$ cat src/sv/msdm_ram.sv
module msdm_ram #(
    parameter int WIDTH = 8,
    parameter int DEPTH = 64
) (
    input  logic                     clk,
    input  logic                     we,
    input  logic [$clog2(DEPTH)-1:0] waddr,
    input  logic [WIDTH-1:0]         wdata,
    input  logic [$clog2(DEPTH)-1:0] raddr,
    output logic [WIDTH-1:0]         rdata
);

    logic [WIDTH-1:0] mem [DEPTH];

    always_ff @(posedge clk)
    begin
        if (we)
        begin
            mem[waddr] <= wdata;
        end
        rdata <= mem[raddr];
    end

endmodule

$ cat config.mk
export PLATFORM = sky130hd
export DESIGN_NAME = msdm_ram
export DESIGN_NICKNAME = d
export VERILOG_FILES = /design/src/sv/msdm_ram.sv
export SDC_FILE = /design/constraint.sdc
export NUM_CORES = 1
export LEC_CHECK = 0
export ABC_CLOCK_PERIOD_IN_PS = 2500
export BUFFER_PORTS_ARGS = -buffer_cell sky130_fd_sc_hd__buf_2
export CAP_MARGIN = 15
export CORE_ASPECT_RATIO = 1.2
export CORE_MARGIN = 1
export CORE_UTILIZATION = 55
export CTS_CLUSTER_DIAMETER = 120
export DETAILED_ROUTE_END_ITERATION = 10
export PLACE_DENSITY = 0.71
export SLEW_MARGIN = 10
export SYNTH_ARGS = -nofsm -noshare
export SYNTH_HDL_FRONTEND = slang
export SYNTH_SLANG_ARGS = --single-unit
export TNS_END_PERCENT = 30
$ cat constraint.sdc
create_clock -name clk -period 2.5 [get_ports clk]
set_clock_uncertainty 0.15 [all_clocks]
set_input_delay 0.375 -clock clk [delete_from_list [all_inputs] [get_ports clk]]
set_output_delay 0.375 -clock clk [all_outputs]
set_load 0.01 [all_outputs]
Yosys cells after proc, flatten, opt, wreduce, memory -nomap -nowiden

Memories as Yosys holds them, arrays and structs flattened. A register that Yosys moved wholly into a read port is not among the register bits.
Cells that the tools add are included.

Eq/ne operators: 0
Bitwise operators: 0
Reductions and logical operators: 0
Mux-type cells: 2
Shift-type cells: 0
$add $sub $neg: 0
$lt $le $gt $ge: 0
Multipliers: 0
Div/mod/pow operators: 0

Operators with widths:

| kind             | number |
|---|---|
| 1-bit 2-to-1 mux | 2 |

Memories: 1
Flip-flop bits (word level): 0
Logic and storage cells: 3
Memory bits (writable): 512
Memory bits (read-only): 0
Bits in latches: 0
Output and inout bits: 8

Memories:

| memory | words | bits a word | rd ports | clocked after Yosys merged registers in | write ports | line | RTL |
|---|---|---|---|---|---|---|---|
| mem    | 64    | 8           | 1        | 1                                       | 1           | 13   | `logic [WIDTH-1:0] mem [DEPTH];` |

Depth between registers and ports, before layout

Gate-level depths: netlist of run 1.

Word-level depth: 2
Gate-level depth with buffers: 9
Gate-level depth less buffers: 5

Worst setup path before layout of run 1

OpenSTA, ideal clock, no wires.

Path type: input to register
Start: input raddr[1]
End: register rdata[3], read port of mem
Setup time: 128 ps
Stages: 7
Data required time: 2222 ps
Arrival: 1915 ps
Path buffers: 3
Slack: 307 ps
Cells stage by stage: buf_4 > buf_2 > buf_2 > mux4_2 > mux4_2 > o21ai_1 > o41ai_1

RTL lines:

| item        | line | RTL |
|---|---|---|
| from (decl) | 9    | `input logic [$clog2(DEPTH)-1:0] raddr,` |
| to (decl)   | 10   | `output logic [WIDTH-1:0] rdata` |

==> impl_metrics.yaml, run 1 <==
setup_path:
  slowest_stage: "mux4_2"
  critPathRequiredTime_ns: 2.77
  reg2reg_depth: 4
  crit_top_cell: "mux4_2"
  worstSetupEndpointType: "register"
  path_max_fanout: 1
  r2r_start: "mem[32][7]"
  path_cells: "mux4_2, mux4_2, o21ai_0, nand2_1"
  cp-start-kind: "register"
  cp.buffers_inverters: 0
  crit_type: "register to register"
  crit_family: "multiplexers"
  regToRegSetupSlack_ns: 0.16
  cp.arrival_ns: 2.61
  r2r_end: "rdata[7]"
  slowest_delay_ns: 0.50
logic_synthesis:
  async_reset_ff_frac: 0
  syn_area_um2: 20200
  syn_avg_cell_area_um2: 21.5
  synth_seq_cells: 520
  synth_edf_count: 512
  syn-num-nets: 962
  synth_warnings: 0
  synth.distinct_cells: 40
  ys.flop_type: "edfxtp_1"
  synthCells: 940
  yosysSeqAreaShare: 0.770
place:
  hpwl_mm: 28.3
  pre_cts_ws_ns: -0.344
  dp_cells: 1530
  gp_congestion: 0.848
  place_area_um2: 21800
  place.port_buffers: 29
timing:
  hold_ws_ns: 0.0957
  slew_viol_final: 0
  timing.fmax_mhz: 428
  rsz0062_at_grt: "no"
  layout_min_cycle_time_ns: 2.34
  maxSlewHeadroom: 0.438
  hold_viol: 0
  setup_ws_ns: 0.161
  setup_viol: 0
  tightest_slew_ns: 0.842
  period_share: 0.936
routing:
  finalWirelength_mm: 45.0
  initialDrtViolationCount: 1154
  vias: 10100
  drc_errors: 0
  wl_per_cell_um: 27.8
  drtPass1Iterations: 5
  vias_per_cell: 6.27
  final_antenna_net_count: 0
die:
  rows: 76
  die-area_um2: 37400
  core_area_um2: 36000
  die_w_um: 177
  die_h_um: 212
  start_util: 0.560
  io_pins: 30
final_layout:
  drive_above_1_share: 0.337
  area_delta_synth_final_pct: 16.0
  fin_area_um2: 23400
  stdcell_count: 1617
  nets: 1134
power:
  max-vdd-ir-drop_uv: 532
  leakage_uw: 0.00763
  cellPowerDensity_nw_per_um2: 774
  finalPower_uw: 18100
clocking:
  clk_pin_slew_ns: 0.07
  cts_made_buffers: 48
  postCtsSetupBuffers: 0
  cts.sinks: 520
  root_buffer: "clkbuf_16"
  clock_path_buffers: 3
  cts_resized: 0
  htreeDepth: 2
  clk_latency_ns: 0.58
  ctsHoldBuffers: 0
  cts_tree: "yes"
grt:
  grt_overflow_total: 0
  grt_pass1_wl_mm: 67.4
  antenna_found_initial: 1
  grt_pass1_vias: 10300
  grt_max_degree: 65
  grt_usage: 0.253
status:
  status: "complete, no violations"
hold_path:
  hold_path_end: "rdata[0]"
  whs_path_depth: 3
  hold_path.startpoint: "raddr[5]"
  hp-class: "input port to register"
job:
  cap_violations: 0
## where the power goes
| group | switching [uW] | total, uW | leakage (uW) | internal (uW) |
|---|---|---|---|---|
| Combinational | 570 | 980 | 0.00218 | 410 |
| Sequential | 32.9 | 9680 | 0.00467 | 9650 |
| Clock | 3130 | 7440 | 0.000774 | 4310 |
| Total | 3730 | 18100 | 0.00763 | 14400 |
## cells in the mapped netlist (7+ instances only)
library cell	n	share of area
nand2_1	19	0.0035
mux2_2	13	0.0073
buf_4	13	0.0048
mux2i_1	23	0.011
buf_2	11	0.0027
mux4_2	126	0.14
nor3_1	7	0.0017
nand2b_1	7	0.0022
edfxtp_1	512	0.76
dfxtp_1	8	0.0079
o221ai_1	8	0.0035
nor2_1	83	0.015
clkbuf_1	17	0.0032
nor2b_1	14	0.0043
o22ai_1	8	0.0025
nand3_1	13	0.0032
## layer usage
metal,vias to the layer above,GRT usage,wire (um)
met4,0,0.0815,1200
met2,414,0.423,23300
met1,5380,0.349,17700
li1,4272,-,-
met5,-,0,0
met3,76,0.0321,2840
## worst min-delay path, stage by stage
cell	delay (ns)
buf_2	0.22
nand2_1	0.11
o2bb2ai_1	0.06
## flip-flops by register name (all words and copies together) (netlist names)
signal and cells:
mem 512, rdata 8
## layout by cell type, fill, tap and decap left out, drive strengths merged, types with 13 or more instances in the layout
master  count
nand2      19
nor2b      14
clkbuf     56
edfxtp    512
mux4      126
buf       172
mux2i      23
clkinv     18
nand3      13
nor2       83
mux2       13
## per-stage QoR
step | util | setup TNS [ns]
3_3_place_gp | 0.605 | -0.518
4_1_cts | 0.649 | 0
5_1_grt | 0.649 | 0
2_1_floorplan | - | 0
3_5_place_dp | 0.605 | -0.770
6_report | 0.649 | 0
## area by class of cell
| cell class | instances | area (um^2) |
|---|---|---|
| repair buffers | 173 | 1370 |
| fillers | 2306 | 12600 |
| clock buffers | 55 | 1250 |
| well taps | 468 | 586 |
| flip-flops and latches | 520 | 15500 |
| multi-input cells | 369 | 4320 |
| clock inverters | 31 | 347 |
| diodes | 1 | 2.50 |
## worst max-delay path by stage
stage	start	end	slack [ns]	cells after the start
floorplan	raddr[1]	rdata[3]	0.31	7
global placement	raddr[0]	rdata[7]	-0.33	6
detailed placement	raddr[0]	rdata[7]	-0.34	6
CTS	mem[32][7]	rdata[7]	0.21	4
global route	mem[32][7]	rdata[7]	0.17	4
finish	mem[32][7]	rdata[7]	0.16	4
## cells by family after synthesis
kind of cell           Yosys count  synth area share
AOI/OAI and AO/OA               54            0.0207
buffers and inverters           51            0.0157
DFF                            520             0.770
muxes                          162             0.159
and+or+nand+nor                153            0.0339
No activity file was read; power rests on OpenSTA's default activity.
==> inputs of run 2 (changes only) <==
CORE_ASPECT_RATIO = default   (was 1.2)
==> run 2 against run 1 <==
Against the previous run: hold slack better by 0.0075 ns; largest power group unchanged; sequential cell count stayed put; critical path type unchanged; sequential share of layout area is 0.36 points lower; cell area is 0.55% higher; non-clock buffer count is 3 higher; count of clock-buffer cells in the layout is 9 higher; register-to-register slack better by 0.12 ns.
==> impl_metrics.yaml, run 2 (synthesis results as in run 1) <==
status:
  status: "complete, no violations"
routing:
  vias_per_cell: 6.24
  drtPass1Iterations: 5
  final_antenna_net_count: 0
  wl_per_cell_um: 27.6
  vias: 10100
  finalWirelength_mm: 44.7
  initialDrtViolationCount: 1115
  drc_errors: 0
place:
  gp_congestion: 0.838
  place.port_buffers: 29
  hpwl_mm: 28.6
die:
  start_util: 0.563
  rows: 69
  core_area_um2: 35800
  die_h_um: 193
  die_w_um: 193
  die-area_um2: 37400
  io_pins: 30
clocking:
  postCtsSetupBuffers: 0
  clk_pin_slew_ns: 0.06
  cts.sinks: 520
  cts_resized: 0
  root_buffer: "clkbuf_16"
  clk_latency_ns: 0.57
  cts_made_buffers: 50
  clock_path_buffers: 3
  htreeDepth: 2
  cts_tree: "yes"
  ctsHoldBuffers: 0
final_layout:
  seqCellArea_um2: 15500
  largest_register_ffs: 512
  multi_input_area_um2: 4320
  layout_common_cells: "edfxtp_1, buf_4, mux4_2"
  nets: 1139
  area_delta_synth_final_pct: 16.7
  final_core_util: 0.657
  top_regs: "mem: 512 flops, rdata: 8 flops"
  fillers: 2267
  regMostFlops: "mem"
  drive_above_1_share: 0.334
  final_common_cell: "edfxtp_1"
timing:
  maxSlewHeadroom: 0.415
  rsz0062_at_grt: "no"
  layout_min_cycle_time_ns: 2.22
  hold_viol: 0
  setup_viol: 0
  slew_viol_final: 0
  timing.fmax_mhz: 450
  tightest_slew_ns: 0.878
  finalSetupTns_ns: 0
  period_share: 0.888
setup_path:
  critPathRequiredTime_ns: 2.79
  worstSetupEndpointType: "register"
  slowest_delay_ns: 0.46
  path_max_fanout: 1
  path_cells: "mux4_2, mux2_2, o221a_2, nor3_1, o32ai_1"
  slowest_stage: "mux4_2"
  cp.buffers_inverters: 0
  cp.arrival_ns: 2.51
  cp-start-kind: "register"
  crit_family: "multiplexers"
  crit_type: "register to register"
hold_path:
  hp-class: "input port to register"
grt:
  grt_max_degree: 65
  grt_usage: 0.247
  grt_pass1_wl_mm: 67.3
  grt_pass1_vias: 10300
  antenna_found_initial: 2
  grt_overflow_total: 0
power:
  max-vdd-ir-drop_uv: 565
  leakage_uw: 0.00770
  cellPowerDensity_nw_per_um2: 772
job:
  cap_violations: 0
==> run 2: stage by stage <==
stage / instances / total power (uW) / hold WS, ns / worst slack (ns) / cell area, um^2
floorplan: 940 / 10400 / 0.324 / 0.307 / 20200
global placement: 1526 / 10800 / 0.651 / -0.185 / 21900
detailed placement: 1526 / 10900 / 0.646 / -0.198 / 21900
CTS: 1618 / 18300 / 0.0823 / 0.289 / 23500
global route: 1619 / 18700 / 0.0955 / 0.264 / 23500
finish: 1619 / 18200 / 0.103 / 0.280 / 23500
==> run 2: path summary, 6_finish.rpt <==
path	startpoint	cells past startpoint	endpoint	slack (ns)
min reg2reg	mem[22][1]	4	rdata[1]	0.67
max	mem[20][6]	5	rdata[6]	0.28
min	raddr[5]	3	rdata[0]	0.10
max reg2reg	mem[20][6]	5	rdata[6]	0.28
==> run 2: worst register-to-register path: cells and delay by family, from the launching register on <==
kind / cells / cell delay [ns]
muxes: 2 / 0.74
AOI/OAI and AO/OA: 2 / 0.42
and+or+nand+nor: 1 / 0.41
DFF: 1 / 0.37
==> run 2: routing by layer <==
metal  vias to the layer above  track usage  wire length, um
li1                       4283            -                -
met1                      5279        0.362            18800
met2                       455        0.391            21600
met3                        82       0.0382             3280
met4                         2       0.0744             1080
met5                         -            0               11
==> run 2: area by class of cell <==
cell class	instances	share of cell area
well taps	461	0.0245
repair buffers	176	0.0616
multi-input cells	369	0.183
diodes	1	0.000106
clock buffers	64	0.0590
clock inverters	28	0.0110
flip-flops and latches	520	0.660
==> run 2: power by group <==
part | leakage [uW] | internal [uW] | switching (uW) | total, uW
clock network | 0.000805 | 4420 | 3070 | 7490
logic | 0.00222 | 420 | 570 | 990
registers | 0.00467 | 9650 | 32.2 | 9680
==> inputs of run 3 (changes only) <==
CORE_ASPECT_RATIO = 0.8   (was default)
CTS_CLUSTER_DIAMETER = 80   (was 120)
==> run 3 against run 2 <==
Against the previous run: hold slack lost 0.022 ns; largest power group unchanged; sequential share of layout area grew 0.47 points; utilization shrank 0.77 points; count of clock-buffer cells in the layout shrank 4; setup slack lost 0.11 ns; combinational power shrank 0.5%; first-iteration DRC count shrank 0.45%.
==> impl_metrics.yaml, run 3 (synthesis results as in run 1) <==
status:
  status: "complete, no violations"
setup_path:
  regToRegSetupSlack_ns: 0.17
  critPathRequiredTime_ns: 2.80
  worstSetupEndpointType: "register"
  crit_type: "register to register"
  cp-start-kind: "register"
  cp.arrival_ns: 2.63
  path_max_fanout: 1
power:
  finalPower_uw: 17900
  max-vdd-ir-drop_uv: 602
  leakage_uw: 0.00760
  cellPowerDensity_nw_per_um2: 765
timing:
  setup_viol: 0
  maxSlewHeadroom: 0.415
  layout_min_cycle_time_ns: 2.33
  rsz0062_at_grt: "no"
  period_share: 0.931
  tightest_slew_ns: 0.856
  timing.fmax_mhz: 430
  hold_viol: 0
  finalSetupTns_ns: 0
  slew_viol_final: 0
clocking:
  clk_pin_slew_ns: 0.06
  htreeDepth: 2
  cts_made_buffers: 49
  root_buffer: "clkbuf_16"
  postCtsSetupBuffers: 0
  ctsHoldBuffers: 0
  cts_resized: 0
  cts_tree: "yes"
  clock_path_buffers: 3
  cts.sinks: 520
  clk_latency_ns: 0.57
place:
  place.port_buffers: 29
  gp_congestion: 0.830
  hpwl_mm: 28.4
final_layout:
  seqCellArea_um2: 15500
  regMostFlops: "mem"
  layout_common_cells: "edfxtp_1, mux4_2, buf_4"
  final_core_util: 0.649
  insertedDiodeCount: 0
  multi_input_area_um2: 4320
  drive_above_1_share: 0.329
  top_regs: "mem: 512 flops, rdata: 8 flops"
  nets: 1128
  largest_register_ffs: 512
  fillers: 2362
  area_delta_synth_final_pct: 15.8
  final_common_cell: "edfxtp_1"
die:
  start_util: 0.560
  io_pins: 30
  core_area_um2: 36000
  die-area_um2: 37400
  rows: 62
  die_w_um: 216
  die_h_um: 173
routing:
  finalWirelength_mm: 44.9
  drc_errors: 0
  initialDrtViolationCount: 1110
  final_antenna_net_count: 0
  wl_per_cell_um: 27.7
  vias: 10100
  vias_per_cell: 6.19
  drtPass1Iterations: 5
grt:
  grt_max_degree: 65
  antenna_found_initial: 1
  grt_overflow_total: 0
  grt_usage: 0.247
  grt_pass1_vias: 10200
  grt_pass1_wl_mm: 66.7
job:
  cap_violations: 0
hold_path:
  hp-class: "input port to register"
-- run 3: changes by cell type in the layout (fill, tap and decap cells not counted), sizes merged --
cell      previous run  this run
inv                  1         2
clkinvlp             1         2
clkinv              21        22
bufinv               5         3
diode                1         0
clkbuf              65        61
buf                175       165
-- run 3: final timing paths --
kind | start | to | cells after the start
setup reg to reg | mem[3][3] | rdata[3] | 5
setup / recovery | mem[3][3] | rdata[3] | 5
hold reg to reg | mem[31][6] | rdata[6] | 3
hold / removal | wdata[3] | mem[36][3] | 1
-- run 3: routing by layer --
layer,up-vias,track usage,share of wire
li1,4256,-,-
met1,5252,0.371,0.42
met2,461,0.364,0.45
met3,87,0.0646,0.094
met4,2,0.0707,0.027
met5,-,0,0.00029
-- run 3: through the flow --
stage	worst slack, ns	cells	hold slack, ns	area, um^2
after CTS	0.207	1623	0.0614	23300
final	0.173	1624	0.0811	23400
after floorplan	0.307	940	0.324	20200
after detailed placement	-0.358	1534	0.633	21800
after global placement	-0.354	1534	0.633	21800
after global routing	0.0193	1624	0.0828	23400
-- run 3: layout make-up --
| cell class | count | share of cell area |
|---|---|---|
| flip-flops and latches | 520 | 0.665 |
| multi-input cells | 369 | 0.185 |
| repair buffers | 166 | 0.0578 |
| clock buffers | 60 | 0.0574 |
| well taps | 480 | 0.0257 |
| clock inverters | 29 | 0.00932 |
-- run 3: critical path, cell delays in order (launching register included) --
cell and delay, ns:
edfxtp_1 0.36, mux4_2 0.51, nor2b_1 0.15, a2111oi_0 0.76, buf_4 0.23, o41ai_1 0.06
-- run 3: power breakdown --
part           internal, uW  total [uW]  switching (uW)  leakage (uW)
sequential             9650        9670            25.8       0.00467
combinational           409         985             575       0.00216
clock                  4110        7210            3100      0.000764
